<file path="config.mk">
export PLATFORM = sky130hd
export DESIGN_NAME = dmrc_ram
export DESIGN_NICKNAME = d
export VERILOG_FILES = /design/src/rtl/core/dmrc_ram.sv
export SDC_FILE = /design/constraint.sdc
export NUM_CORES = 1
export LEC_CHECK = 0
export BUFFER_PORTS_ARGS = -buffer_cell sky130_fd_sc_hd__buf_2
export CAP_MARGIN = 10
export CORE_UTILIZATION = 65
export CTS_BUF_LIST = sky130_fd_sc_hd__clkbuf_8
export CTS_CLUSTER_DIAMETER = 200
export DETAILED_ROUTE_END_ITERATION = 7
export PLACE_DENSITY_LB_ADDON = 0.05
export SYNTH_ARGS = -nofsm -noshare
export SYNTH_HDL_FRONTEND = slang
export SYNTH_SLANG_ARGS = --single-unit
</file>
<file path="constraint.sdc">
create_clock -name clk -period 3.9 [get_ports clk]
set_clock_uncertainty 0.2 [all_clocks]
set_input_delay 0.39 -clock clk [delete_from_list [all_inputs] [get_ports clk]]
set_output_delay 0.39 -clock clk [all_outputs]
set_load 0.005 [all_outputs]
</file>
<file path="src/rtl/core/dmrc_ram.sv">
// ----------------------------------------------------------------------------
// dmrc_ram
// Generic single-port synchronous RAM, one write or read per cycle,
// registered read data.
// ----------------------------------------------------------------------------
module dmrc_ram #(
  parameter int WIDTH = 8,
  parameter int DEPTH = 16
) (
  input  logic                     clk,
  input  logic                     we,
  input  logic [$clog2(DEPTH)-1:0] addr,
  input  logic [WIDTH-1:0]         wdata,
  output logic [WIDTH-1:0]         rdata
);

  logic [WIDTH-1:0] mem [DEPTH];

  always_ff @(posedge clk) begin
    if (we) begin
      mem[addr] <= wdata;
    end
    rdata <= mem[addr];
  end

endmodule

</file>
Word-level counts from Yosys, hierarchy flattened
Memories as Yosys holds them, arrays and structs flattened. A register that Yosys moved wholly into a read port is not among the register bits.
Index checks and enable logic that the tools add are counted.
{"block": "totals", "rom_bits": 0, "mem_bits_rw": 128, "memories": 1, "reg_bits": 0, "elab_cells": 3, "latchBits": 0, "out_inout_bits": 8}
{"memory": "mem", "depth": 16, "word_bits": 8, "rd": 1, "rd_ports_with_merged_regs": 1, "wr": 1, "line_no": "17", "source": "logic [WIDTH-1:0] mem [DEPTH];"}
{"block": "classes", "shift": 0, "n_lt_le_gt_ge": 0, "n_eq_ne": 0, "n_mul": 0, "add_sub_neg": 0, "reduce_logical": 0, "n_div": 0, "muxes": 2, "n_bitwise": 0}
{"operator": "$mux 1", "n": 2}

Longest topological paths before layout
{"block": "depth", "depth_word": 2, "depth_mapped": 5, "depth_no_buf": 3}

Worst setup path after synthesis
No wires, ideal clock.
{"block": "synth_path", "kind": "input port to flip-flop", "startpoint": "input addr[2]", "endpoint": "memory mem[0][0], enable pin", "path_slack_ps": 1817, "setup_ps": 383, "n_path_buf": 0, "t_arrival_ps": 1500, "path_stages": 2, "cell_sequence": "or3b_2 > nor3_1"}
{"item": "start, declared", "line_no": "12", "source": "input logic [$clog2(DEPTH)-1:0] addr,"}
{"item": "end, declared", "line_no": "17"}
Straight into the memory's write port.

Worst setup path in the final report
{"block": "layout_path", "startpoint": "input addr[0]", "endpoint": "memory mem[1][7], enable pin"}
Straight into the memory's write port.

==> flow_metrics.py <==
metrics = {
    "global_routing": {
        "gr-usage-met1_pct": 36.50,
        "antenna_found_initial": 0,
        "grt_pass1_wl_um": 14410,
        "globalRouteOverflowTotal": 0,
        "track_usage_pct": 26.04,
        "met2_usage_pct": 39.95,
        "gr-usage-met3_pct": 8.418,
        "grt_pass1_vias": 2476,
        "grt_max_degree": 40,
        "busiest_layer": "met2",
    },
    "setup_path": {
        "worst-path-buf-inv": 1,
        "end_kind": "register",
        "worstPathCellList": "buf_2 > nand2b_1 > nor2_1",
        "path_max_fanout": 31,
        "cp_top_family": "simple AND/OR/NAND/NOR gates",
        "arrival_ns": 2.13,
        "path_class": "input pin to register",
        "critPathSlowestCell": "buf_2",
        "cp.required_ns": 3.75,
        "critPathMaxStageDelay_ns": 0.71,
        "cp-start-kind": "input pin",
    },
    "sta": {
        "tns_ns": 0,
        "slew_viol_final": 0,
        "hold_violations": 0,
        "rsz0062_at_grt": "false",
        "tightestPinTransition_ns": 0.9492,
        "fmax_ghz": 0.4384,
        "maxSlewHeadroom_pct": 36.72,
        "worst_slack_ns": 1.619,
        "setup_viol": 0,
        "post-route-period-util_pct": 58.49,
        "min_period_ns": 2.281,
    },
    "cts": {
        "h-tree-depth": 4,
        "cts_hold_buf": 0,
        "cts_buffer_depth": 2,
        "clock-sinks": 136,
        "post_cts_resized": 0,
        "postCtsSetupRepairBufs": 0,
        "clock_latency_ns": 0.42,
        "cts_tree": "built",
        "clk_pin_slew_worst_paths_ns": 0.07,
        "cts_buffers": 17,
        "clock-root-buffer": "clkbuf_8",
    },
    "floorplanning": {
        "die_w_um": 90.30,
        "die_y_um": 90.30,
        "dieArea_um2": 8153,
        "rows": 31,
        "io_pins": 22,
        "core_um2": 7408,
        "start_util_pct": 68.40,
    },
    "place": {
        "hpwlAfterDp_um": 5820,
        "pre_cts_ws_ns": 1.157,
        "gp_congestion": 0.7625,
        "io_buffers": 21,
        "dp_cells": 344,
    },
    "yosys": {
        "syn_area_um2": 5067,
        "netlist_top_cells_area": "edfxtp_1 76%, mux4_2 14%, dfxtp_1 3.2%, a22oi_1 2.4%, nor2_1 0.96%",
        "syn-num-nets": 244,
        "syn_inst": 230,
        "synth.ff_latch_count": 136,
        "synth_top_cell_area_share_pct": 75.85,
        "ys_types": 18,
        "yosysWarnings": 0,
        "seq_area_frac_synth_pct": 79.01,
        "synth_area_leader_cell": "edfxtp_1",
        "syn_avg_cell_area_um2": 22.03,
    },
    "min_path": {
        "hp-class": "input pin to register",
    },
    "detailed_routing": {
        "vias": 2387,
        "drt_iter0_markers": 292,
        "final_antenna_net_count": 0,
        "finalWirelength_um": 9470,
        "drc": 0,
        "drt_pass1_iterations": 5,
        "wl_per_cell_um": 25.25,
        "via_per_inst": 6.365,
    },
    "layout": {
        "multi_input_area_um2": 1003,
        "fillers": 409,
        "final_cells": 375,
        "drive_above_1_share_pct": 31.52,
        "fin_nets": 278,
        "area_growth_pct": 11.33,
        "regArea_um2": 4004,
        "antenna_cells": 0,
    },
    "power": {
        "powerDensity_nw_per_um2": 508.0,
        "irDropWorstVdd_v": 0.0003180,
        "power.leakage_uw": 0.001835,
    },
    "job": {
        "maxCapViolCount": 0,
    },
    "outcome": {
        "status": "complete, no violations",
    },
}
-- synth_stat cells --
| master | instances |
|---|---|
| edfxtp_1 | 128 |
| mux4_2 | 32 |
| a22oi_1 | 16 |
| nor2_1 | 13 |
| nand2_1 | 9 |
| dfxtp_1 | 8 |
| buf_1 | 4 |
| nor3_1 | 4 |
| buf_2 | 2 |
| buf_6 | 2 |
| clkbuf_1 | 2 |
| nand2b_1 | 2 |
| nand3b_1 | 2 |
| nor2b_1 | 2 |
| and2_1 | 1 |
| clkbuf_2 | 1 |
| nand3_1 | 1 |
| or3b_2 | 1 |
-- worst paths after layout --
path | start | end | slack, ns | cells after the start
setup / recovery | addr[0] | mem[1][7] | 1.62 | 3
hold reg to reg | mem[10][7] | rdata[7] | 0.50 | 3
setup reg to reg | mem[3][5] | rdata[5] | 2.33 | 3
hold / removal | wdata[4] | mem[6][4] | 0.17 | 1
-- stage by stage --
stage	hold WS [ns]	power [µW]	util, %	area [µm²]
floorplan	0.2889	1757	-	5067
global placement	0.4653	1815	71.19	5274
detailed placement	0.4862	1823	71.19	5274
CTS	0.1465	2881	76.15	5642
global route	0.1521	2944	76.15	5642
finish	0.1693	2866	76.15	5642
-- layout by cell type, fill, tap and decap left out --
master      instances
inv_1               1
bufinv_16           2
and2_1              1
nand3b_1            2
nand3_1             1
clkinv_1            2
dfxtp_1             8
a22oi_1            16
clkinvlp_4          1
edfxtp_1          128
nor2_1             13
mux4_2             32
nor2b_1             2
inv_6               2
nand2_1             9
nand2b_1            2
clkinv_2            4
clkinv_4            2
buf_4               5
nor3_1              4
clkbuf_8           17
or3b_2              1
buf_2              21
-- sequential cells by signal, summed over array words and instances, names as in the netlist --
name   cells
rdata      8
mem      128
-- final cells by class --
class,count,area share [%]
sequential,136,70.97
timing repair buffer,26,2.528
multi-input combinational,83,17.79
tap,99,2.196
clock buffer,17,4.147
clock inverter,14,2.373
-- power breakdown --
group | switching (µW) | internal [µW]
clock | 518 | 558
combinational | 87.7 | 59.7
sequential | 9.83 | 1630
-- routing by layer --
layer	wire length [µm]	up-vias
li1	-	1029
met1	3701	1210
met5	0	-
met4	81	0
met2	4775	137
met3	911	11
-- kinds of logic (layout without fill, tap and decap cells) --
logic type	after synthesis	count (layout)	share of synthesized area [%]
muxes	32	32	14.22
and+or+nand+nor	35	35	3.210
AOI/OAI and AO/OA	16	16	2.370
buffers and inverters	11	57	1.185
DFF	136	136	79.01
No activity file was read; power rests on OpenSTA's default activity.
