--- src/rtl/core/dmrc_pkg.sv ---
// ----------------------------------------------------------------------------
// dmrc_pkg
// Shared widths, op codes and the cache entry layout for the direct-mapped
// result cache.
// ----------------------------------------------------------------------------
package dmrc_pkg;

  localparam int ENTRIES_DEFAULT = 1024;

  localparam int KEY_W      = 64;
  localparam int FRAME_IN_W = 25;
  localparam int FRAME_W    = 24;
  localparam int COST_W     = 32;
  localparam int CNT_W      = 32;
  localparam int OP_W       = 2;

  localparam logic [OP_W-1:0] OP_LOOKUP = 2'd0;
  localparam logic [OP_W-1:0] OP_STORE  = 2'd1;
  localparam logic [OP_W-1:0] OP_CLEAR  = 2'd2;

  typedef struct packed {
    logic               valid;
    logic [KEY_W-1:0]   key;
    logic [FRAME_W-1:0] frame;
    logic [COST_W-1:0]  cost;
  } entry_t;

  localparam int ENTRY_W = $bits(entry_t);

endpackage

--- src/rtl/core/dmrc_slot.sv ---
// ----------------------------------------------------------------------------
// dmrc_slot
// Slot index unit: key modulo ENTRIES. Power-of-two sizes register the low
// bits; other sizes sum the per-byte residues of the key, then reduce the
// registered sum by compare and subtract against shifted copies of ENTRIES.
// ----------------------------------------------------------------------------
module dmrc_slot import dmrc_pkg::*; #(
  parameter int ENTRIES = ENTRIES_DEFAULT
) (
  input  logic                       clk,
  input  logic                       rst,
  input  logic                       start,
  input  logic [KEY_W-1:0]           key,
  output logic                       done,
  output logic [$clog2(ENTRIES)-1:0] slot
);

  localparam int IDX_W   = $clog2(ENTRIES);
  localparam bit IS_POW2 = (ENTRIES & (ENTRIES - 1)) == 0;

  generate
    if (IS_POW2) begin : g_pow2
      always_ff @(posedge clk) begin
        if (rst) begin
          done <= 1'b0;
        end else begin
          done <= start;
        end
        if (start) begin
          slot <= key[IDX_W-1:0];
        end
      end
    end else begin : g_fold
      // byte residues sum below 2^11 * ENTRIES: subtracting shifted copies of ENTRIES finishes it
      localparam int CHUNKS = KEY_W / 8;
      localparam int ACC_W  = IDX_W + 11;
      localparam logic [ACC_W-1:0] MODULUS    = ACC_W'(ENTRIES);
      localparam logic [1:0]       LAST_PHASE = 2'd2;

      logic             running;
      logic [1:0]       phase;
      logic [3:0]       top_shift;
      logic [ACC_W-1:0] acc;
      logic [ACC_W-1:0] fold;
      logic [ACC_W-1:0] red;
      logic [ACC_W-1:0] part [CHUNKS];

      for (genvar g = 0; g < CHUNKS; g++) begin : g_part
        localparam longint unsigned WEIGHT = (64'd1 << (8 * g)) % 64'(ENTRIES);
        assign part[g] = ACC_W'(key[8*g +: 8]) * ACC_W'(WEIGHT);
      end

      always_comb begin
        fold = '0;
        for (int i = 0; i < CHUNKS; i++) begin
          fold = fold + part[i];
        end
      end

      always_comb begin
        case (phase)
          2'd0: begin
            top_shift = 4'd11;
          end
          2'd1: begin
            top_shift = 4'd7;
          end
          default: begin
            top_shift = 4'd3;
          end
        endcase
        red = acc;
        for (int s = 0; s < 4; s++) begin
          if (red >= (MODULUS << (top_shift - 4'(s)))) begin
            red = red - (MODULUS << (top_shift - 4'(s)));
          end
        end
      end

      always_ff @(posedge clk) begin
        if (rst) begin
          running <= 1'b0;
          done    <= 1'b0;
          phase   <= '0;
        end else begin
          done <= 1'b0;
          if (start && !running) begin
            running <= 1'b1;
            phase   <= '0;
          end else if (running) begin
            phase <= phase + 1'b1;
            if (phase == LAST_PHASE) begin
              running <= 1'b0;
              done    <= 1'b1;
            end
          end
        end
        if (start && !running) begin
          acc <= fold;
        end else if (running) begin
          acc <= red;
        end
        if (running && phase == LAST_PHASE) begin
          slot <= red[IDX_W-1:0];
        end
      end
    end
  endgenerate

endmodule

--- config.mk ---
export PLATFORM = sky130hd
export DESIGN_NAME = dmrc_slot
export DESIGN_NICKNAME = d
export VERILOG_FILES = /design/src/rtl/core/dmrc_pkg.sv /design/src/rtl/core/dmrc_slot.sv
export SDC_FILE = /design/constraint.sdc
export NUM_CORES = 1
export LEC_CHECK = 0
export ABC_AREA = 1
export BUFFER_PORTS_ARGS = -buffer_cell sky130_fd_sc_hd__buf_4
export CAP_MARGIN = 20
export CELL_PAD_IN_SITES_DETAIL_PLACEMENT = 0
export CELL_PAD_IN_SITES_GLOBAL_PLACEMENT = 1
export CORE_MARGIN = 2
export CORE_UTILIZATION = 13
export CTS_BUF_LIST = sky130_fd_sc_hd__clkbuf_4 sky130_fd_sc_hd__clkbuf_8 sky130_fd_sc_hd__clkbuf_16
export DETAILED_ROUTE_END_ITERATION = 16
export GPL_ROUTABILITY_DRIVEN = 0
export MAX_ROUTING_LAYER = met4
export PLACE_DENSITY = 0.87
export SKIP_CTS_REPAIR_TIMING = 1
export SYNTH_ARGS = -nofsm -noshare
export SYNTH_HDL_FRONTEND = slang
export SYNTH_SLANG_ARGS = --single-unit
--- constraint.sdc ---
create_clock -name clk -period 0.8 [get_ports clk]
set_input_delay 0.08 -clock clk [delete_from_list [all_inputs] [get_ports clk]]
set_output_delay 0.08 -clock clk [all_outputs]
set_load 0.01 [all_outputs]
# ---- Yosys cells after proc, flatten, opt, wreduce, memory -nomap -nowiden
# Cells that the tools add are included.
# W data, S select, Z words.
dict set report totals {
  in_bits 67
  elab_cells 2
  output_inout_bits 11
  ff_bits 11
}

# ---- Logic depth before layout (Yosys ltp)
# Gate-level depths: netlist of run 1.
dict set report depth {
  depth_word 0
  mapped_depth 2
  mapped_depth_nobuf 2
}

# ---- Least setup slack after synthesis of run 1
# Ideal clock, no wire load.
dict set report synth_timing {
  kind {register to output}
  from {reg slot[0]}
  to {out slot[0]}
  slack_ps 326
  required_time_ps 720
  path_stages_with_launch 1
  t_arrival_ps 394
  cell_sequence {edfxtp_1}
}
# item line_no
set synth_rtl {}
lappend synth_rtl {{from (decl)} dmrc_slot.sv:15} ;# output logic [$clog2(ENTRIES)-1:0] slot
lappend synth_rtl {{from (signal assigned)} dmrc_slot.sv:30} ;# slot <= key[IDX_W-1:0];
# No word-level cell between the ends.

# ---- Worst setup path in the final report of run 1
dict set report layout_timing {
  from {reg slot[5]}
  to {out slot[5]}
}
# No word-level cell between the ends.

==> reports/qor.txt, run 1 <==
status: finished with violations
failing checks: negative setup slack
n_diodes: 0
routed vias/inst: 3.10
Worst IR Drop VDD: 0.000720 V
Cell Area, Placed: 541 um^2
share of cells above drive strength 1: 56.9%
Worst Path Max Fanout: 1
Synth cell types: 4
cells after synthesis: 13
crit start category: register
row count: 18
syn nets: 80
Final Setup Violations: 10
Syn. warnings: 0
first-pass GRT wire length: 938 um
# clock sinks: 11
post-layout worst setup margin: -88.7 ps
worst-path cell chain: buf_6
Worst Setup EP: slot[5]
die area: 2960 um^2
Clk pin slew, worst setup/hold paths: 70 ps
area delta synth->final: 117%
Slew Limit Fails: 0
pwr/cell area: 1780 nW/um^2
worst slew pin tran: 143 ps
most frequent cells in the layout: buf_4 (13), dlygate4sd3_1 (11), buf_6 (10), edfxtp_1 (10), clkbuf_4 (3)
clock tree buffer depth: 2
Critical Path AT: 810 ps
initial antenna violation count: 0
Crit-path slowest cell: edfxtp_1
register area share after synthesis: 97.0%
cts bufs inserted: 3
CP Class: reg -> out
Leak Pwr: 0.300 nW
Total Nets Final: 119
Buf/Inv on CP: 1
clk root buf: clkbuf_4
via count: 251
number of I/O pins: 78
final hold viol count: 0
min Tclk post-route: 889 ps
DRT Wirelength: 854 um
Layout Cell Area excl Fill: 717 um^2
crit end category: primary output
H-tree depth: 1
delay-heaviest family, CP: flip-flops
synthesized area per cell: 25.4 um^2
Worst path depth: 1
Die X: 54.4 um
GRT Util Overall: 5.06%
global route overflow: 0
Synth Cell Area: 330 um^2
core region area: 2430 um^2
largest net degree at the start of global routing: 12
commonest non-fill, non-tap cell in the layout: buf_4
DRT iter0 DRCs: 1
PortBufs: 23
vias in the first global route: 221
DR WL/cell: 10.5 um
RSZ-0062 raised after global routing: yes
Pre-Repair DR Iteration Count: 2
CP max stage delay: 400 ps
Placement Setup Slack: 197 ps
Fmax: 1130 MHz
residual DRC count: 0
Final ANT Viol Nets: 0
Final period util: 111%
die height: 54.4 um
Starting Density: 13.6%
CP Launch Point: slot[5]
Hold Path Class: in -> reg
#FFs+latches synth: 11
Critical Path RT: 720 ps
max_cap viols: 0
CTS tree: built
final setup TNS: -656 ps
Slew HR: 90.5%
-- power breakdown --
group | leakage (nW) | internal [mW] | switching (mW)
sequential | 0.106 | 0.676 | 0.0202
combinational | 0.176 | 0.144 | 0.0652
clock | 0.0177 | 0.185 | 0.184
total | 0.300 | 1.00 | 0.270
-- final cells by class --
cell class	count	area, um^2
timing repair buffer	34	320
multi-input combinational	1	6.26
clock buffer	3	22.5
fill	258	1720
tap	30	37.5
inverter	1	3.75
clock inverter	1	5.00
sequential	11	322
-- routing by layer --
| layer | track usage [%] | share of wire, % | vias up |
|---|---|---|---|
| met4 | 3.75 | 0 | 0 |
| met2 | 7.03 | 59 | 9 |
| li1 | - | - | 124 |
| met5 | - | 0 | - |
| met3 | 3.01 | 6.2 | 0 |
| met1 | 5.22 | 34 | 118 |
-- synth_stat cells --
cell	instances	area, um^2
inv_1	1	3.75
dfxtp_1	1	20.0
nor2_2	1	6.26
edfxtp_1	10	300
-- cell families after synthesis --
group	count (synthesis)	share of synthesized area (%)
AND/OR/NAND/NOR	1	1.90
flip-flops	11	97.0
buffers and inverters	1	1.14
-- registers in the layout (all words and copies together) (netlist names) --
name	flops
slot	10
done	1
-- metrics by stage --
stage	utilization [%]	hold slack [ps]	power (mW)	cells
global route	29.5	107	1.35	81
global placement	22.2	242	0.843	66
CTS	23.4	-50.0	1.22	70
finish	29.5	113	1.27	81
floorplan	-	147	0.726	13
detailed placement	22.2	244	0.849	66
-- worst min-delay path by stage --
| stage | startpoint | end | slack [ps] | cells past startpoint |
|---|---|---|---|---|
| after floorplan | rst | done | 150 | 1 |
| final | start | done | 110 | 3 |
| after detailed placement | rst | done | 240 | 2 |
| after CTS | rst | done | -50 | 2 |
| after global placement | rst | done | 240 | 2 |
| after global routing | start | done | 110 | 3 |
Power figures use the tool's default switching activity.
==> inputs of run 2 (changes only) <==
--- a/config.mk
+++ b/config.mk
@@ -16,7 +16,7 @@
 export DETAILED_ROUTE_END_ITERATION = 16
 export GPL_ROUTABILITY_DRIVEN = 0
 export MAX_ROUTING_LAYER = met4
-export PLACE_DENSITY = 0.87
+export PLACE_DENSITY_LB_ADDON = 0.15
 export SKIP_CTS_REPAIR_TIMING = 1
 export SYNTH_ARGS = -nofsm -noshare
 export SYNTH_HDL_FRONTEND = slang
==> run 2 against run 1 <==
- core utilization down 0.21 points
- the run still ends with negative setup slack left
- critical path depth unchanged
- combinational power fell by 3%
- count of clock-buffer cells in the layout increased by 1
- critical endpoint is now slot[6]
- power increased by 2.0%
==> reports/qor.txt, run 2 (synthesis gave the netlist of run 1 again) <==
CTS tree: built
Fmax: 1140 MHz (+1.6%)
GRT Util Overall: 5.48% (+0.41 points)
WHS Path Cells: 3 (unchanged)
Largest Register: slot
number of I/O pins: 78 (unchanged)
max_cap viols: 0 (unchanged)
Slew Limit Fails: 0 (unchanged)
# clock sinks: 11 (unchanged)
Die X: 54.4 um (unchanged)
Worst Path Max Fanout: 1 (unchanged)
Worst path depth: 1 (unchanged)
Layout Cells excl Fill: 81 (unchanged)
DRT Wirelength: 758 um (-11%)
failing checks: negative setup slack
n_diodes: 0 (unchanged)
Hold Path Class: in -> reg
Slew HR: 90.5% (about the same)
worst-path cell chain: buf_4
crit start category: register
Leak Pwr: 0.299 nW (-0.60%)
largest net degree at the start of global routing: 12 (unchanged)
die area: 2960 um^2 (unchanged)
global route overflow: 0 (unchanged)
Fillers: 251 (-2.7%)
Clk pin slew, worst setup/hold paths: 70 ps (about the same)
worst slew pin tran: 142 ps (-0.527 ps)
placed insts: 66 (unchanged)
DRT iter0 DRCs: 5 (+4)
CP Class: reg -> out
final hold viol count: 0 (unchanged)
clk root buf: clkbuf_4
Power, Total: 1.30 mW (+2.0%)
Worst IR Drop VDD: 0.000690 V (-4.1%)
Post-DP HPWL: 543 um
Final ANT Viol Nets: 0 (unchanged)
initial antenna violation count: 0 (unchanged)
Pre-Repair DR Iteration Count: 2 (unchanged)
via count: 253 (+0.80%)
row count: 18 (unchanged)
RSZ-0062 raised after global routing: yes
routed vias/inst: 3.12 (+0.80%)
clock tree buffer depth: 2 (unchanged)
core region area: 2430 um^2 (unchanged)
min Tclk post-route: 875 ps (-14.2 ps)
Worst Hold Slack: 122 ps (+9.68 ps)
Starting Density: 13.6% (unchanged)
Final Setup Violations: 10 (unchanged)
cts bufs inserted: 3 (unchanged)
hold endpoint: done
CP Launch Point: slot[6]
DR WL/cell: 9.36 um (-11%)
status: finished with violations
residual DRC count: 0 (unchanged)
share of cells above drive strength 1: 56.9% (unchanged)
max reg flops: 10 (unchanged)
largest registers: slot x10, done x1
most frequent cells in the layout: buf_4 (15), dlygate4sd3_1 (11), edfxtp_1 (10)
H-tree depth: 1 (unchanged)
Final period util: 109% (-1.8 points)
crit end category: primary output
Total Nets Final: 119 (unchanged)
Buf/Inv on CP: 1 (unchanged)
Critical Path RT: 720 ps (about the same)
die height: 54.4 um (unchanged)
Hold Path Origin: start
PortBufs: 23 (unchanged)
post-layout worst setup margin: -74.5 ps (+14.2 ps)
first-pass GRT wire length: 1040 um (+11%)
delay-heaviest family, CP: flip-flops
pwr/cell area: 1830 nW/um^2 (+2.7%)
Critical Path AT: 790 ps (-20 ps)
Crit-path slowest cell: edfxtp_1
CP max stage delay: 380 ps (-20 ps)
vias in the first global route: 247 (+12%)
area delta synth->final: 116%
commonest non-fill, non-tap cell in the layout: buf_4
run 2: changes by cell type in the layout (fill, tap and decap cells not counted), sizes merged:
cell / change
clkinv: -1
clkbuf: +1
run 2: worst max-delay path by stage:
| stage | endpoint | slack [ps] |
|---|---|---|
| CTS | slot[3] | -90 |
| detailed placement | slot[3] | 210 |
| finish | slot[6] | -70 |
| global placement | slot[7] | 220 |
| floorplan | slot[0] | 330 |
| global route | slot[6] | -120 |
run 2: cell type report:
type                    instances  area, um^2  share of cell area, %
well taps                      30        37.5                   5.27
inverters                       1        3.75                  0.527
multi-input cells               1        6.26                  0.879
clock buffers                   4        30.0                   4.22
repair buffers                 34         313                   43.9
flip-flops and latches         11         322                   45.2
run 2: power by group:
group          switching, mW  leakage, nW  internal [mW]
combinational         0.0639        0.174          0.140
clock                  0.177       0.0184          0.226
sequential            0.0173        0.106          0.676
run 2: stage by stage:
step	util, %	setup slack (ps)	area, um^2	setup TNS, ps
final	29.3	-74.5	712	-576
after global routing	29.3	-125	712	-984
after CTS	23.5	-92.5	571	-757
after detailed placement	22.2	211	541	0
after global placement	22.2	219	541	0
after floorplan	-	326	330	0
run 2: per-layer routing:
layer  up-vias  track usage (%)  wire (um)
met5         -                -          0
met4         0             2.50          0
met2        22             8.03        338
met3         0             2.46         85
li1        124                -          -
met1       107             6.40        334
==> inputs of run 3 (changes only) <==
--- a/config.mk
+++ b/config.mk
@@ -10,6 +10,7 @@
 export CAP_MARGIN = 20
 export CELL_PAD_IN_SITES_DETAIL_PLACEMENT = 0
 export CELL_PAD_IN_SITES_GLOBAL_PLACEMENT = 1
+export CORE_ASPECT_RATIO = 1.5
 export CORE_MARGIN = 2
 export CORE_UTILIZATION = 13
 export CTS_BUF_LIST = sky130_fd_sc_hd__clkbuf_4 sky130_fd_sc_hd__clkbuf_8 sky130_fd_sc_hd__clkbuf_16
@@ -18,6 +19,7 @@
 export MAX_ROUTING_LAYER = met4
 export PLACE_DENSITY_LB_ADDON = 0.15
 export SKIP_CTS_REPAIR_TIMING = 1
+export SKIP_LAST_GASP = 1
 export SYNTH_ARGS = -nofsm -noshare
 export SYNTH_HDL_FRONTEND = slang
 export SYNTH_SLANG_ARGS = --single-unit
==> run 3 against run 2 <==
- the flow still finishes with violations (negative setup slack)
- global-route usage rose by 0.42 points
- combinational power barely moved
- non-clock buffer count did not move
- core utilization fell by 0.34 points
- via count rose by 5.5%
- clock power rose by 2%
- first-iteration DRC count fell by 60%
- setup slack got worse by 3.9 ps
- highest routed layer is now met4
==> reports/qor.txt, run 3 (synthesis gave the netlist of run 1 again) <==
Layout Cell Area excl Fill: 701 um^2 (-1.6%)
global route overflow: 0 (unchanged)
n_diodes: 0 (unchanged)
first-pass GRT wire length: 1140 um (+9.3%)
Total Nets Final: 119 (unchanged)
die height: 65.7 um (+21%)
initial antenna violation count: 0 (unchanged)
clock tree buffer depth: 2 (unchanged)
Fillers: 257 (+2.4%)
largest registers: slot x10, done x1
Starting Density: 13.6% (+0.056 points)
DRT Wirelength: 825 um (+8.8%)
via count: 267 (+5.5%)
CTS tree: built
final hold viol count: 0 (unchanged)
CP max stage delay: 400 ps (+20 ps)
worst slew pin tran: 146 ps (+3.51 ps)
crit end category: primary output
Critical Path AT: 800 ps (about the same)
cts bufs inserted: 3 (unchanged)
max_cap viols: 0 (unchanged)
H-tree depth: 1 (unchanged)
Final Setup Violations: 10 (unchanged)
number of I/O pins: 78 (unchanged)
commonest non-fill, non-tap cell in the layout: buf_4
row count: 22 (+4)
Final period util: 110% (+0.49 points)
Layout Cells excl Fill: 75 (-7.4%)
DRT iter0 DRCs: 2 (-3)
Multi-input gate area: 6.26 um^2 (unchanged)
Worst Setup EP: slot[0]
clk root buf: clkbuf_4
Largest Register: slot
min Tclk post-route: 878 ps (+3.90 ps)
area delta synth->final: 112%
DR WL/cell: 11.0 um (+18%)
CP Class: reg -> out
die area: 2970 um^2 (+0.28%)
delay-heaviest family, CP: flip-flops
status: finished with violations
Leak Pwr: 0.297 nW (-0.42%)
Slew Limit Fails: 0 (unchanged)
max reg flops: 10 (unchanged)
share of cells above drive strength 1: 56.9% (unchanged)
failing checks: negative setup slack
register area: 322 um^2 (unchanged)
Hold Path Class: in -> reg
Cell Area, Placed: 533 um^2 (-1.4%)
Worst path depth: 1 (unchanged)
pwr/cell area: 1870 nW/um^2 (+2.3%)
CP Launch Point: slot[0]
Crit-path slowest cell: edfxtp_1
Pre-Repair DR Iteration Count: 2 (unchanged)
Slew HR: 90.3% (-0.23 points)
placed insts: 60 (-9.1%)
Worst IR Drop VDD: 0.000759 V (+9.9%)
final setup TNS: -657 ps (-81.3 ps)
Fmax: 1140 MHz (-0.44%)
routed vias/inst: 3.56 (+14%)
Die X: 45.2 um (-17%)
core region area: 2420 um^2 (-0.41%)
Clk pin slew, worst setup/hold paths: 70 ps (about the same)
GRT Util Overall: 5.90% (+0.42 points)
RSZ-0062 raised after global routing: yes
Critical Path RT: 720 ps (about the same)
largest net degree at the start of global routing: 12 (unchanged)
# clock sinks: 11 (unchanged)
post-layout worst setup margin: -78.4 ps (-3.90 ps)
Placement Setup Slack: 209 ps (-1.85 ps)
crit start category: register
Power, Total: 1.31 mW (+0.73%)
PortBufs: 23 (unchanged)
worst-path cell chain: buf_6
Worst Path Max Fanout: 1 (unchanged)
most frequent cells in the layout: buf_4 (16), dlygate4sd3_1 (11), edfxtp_1 (10)
vias in the first global route: 245 (-0.81%)
residual DRC count: 0 (unchanged)
Final ANT Viol Nets: 0 (unchanged)
Buf/Inv on CP: 1 (unchanged)
Worst Hold Slack: 126 ps (+3.49 ps)
Core Util, Final: 28.9% (-0.34 points)
run 3: changes by cell type in the layout (fill, tap and decap cells not counted):
| cell | previous run | this run |
|---|---|---|
| buf_6 | 8 | 7 |
| buf_4 | 15 | 16 |
run 3: tightest hold or removal path: stages:
cell and delay (ps):
buf_4 160, inv_1 80, nor2_2 30
run 3: final cells by class:
| type | count | area share, % |
|---|---|---|
| clock buffers | 4 | 4.29 |
| inverters | 1 | 0.536 |
| multi-input cells | 1 | 0.893 |
| flip-flops and latches | 11 | 45.9 |
| well taps | 24 | 4.29 |
| repair buffers | 34 | 44.1 |
run 3: report_power, final:
group	switching (mW)	internal (mW)
registers	0.0178	0.676
clock network	0.188	0.227
logic	0.0645	0.137
run 3: layer usage:
metal  track usage, %  up-vias  part of all wire (%)
met3             3.30        2                    10
met4             4.41        0                  0.61
met5                -        -                     0
met1             6.50      117                    41
met2             7.68       23                    48
li1                 -      125                     -
run 3: how the worst min path moves through the flow:
stage               start       to  slack [ps]  cells after the start
floorplan             rst     done         150                      1
global placement      rst     done         240                      2
detailed placement    rst     done         240                      2
CTS                   rst     done         -50                      2
global route        start  slot[8]         140                      1
finish              start     done         130                      3
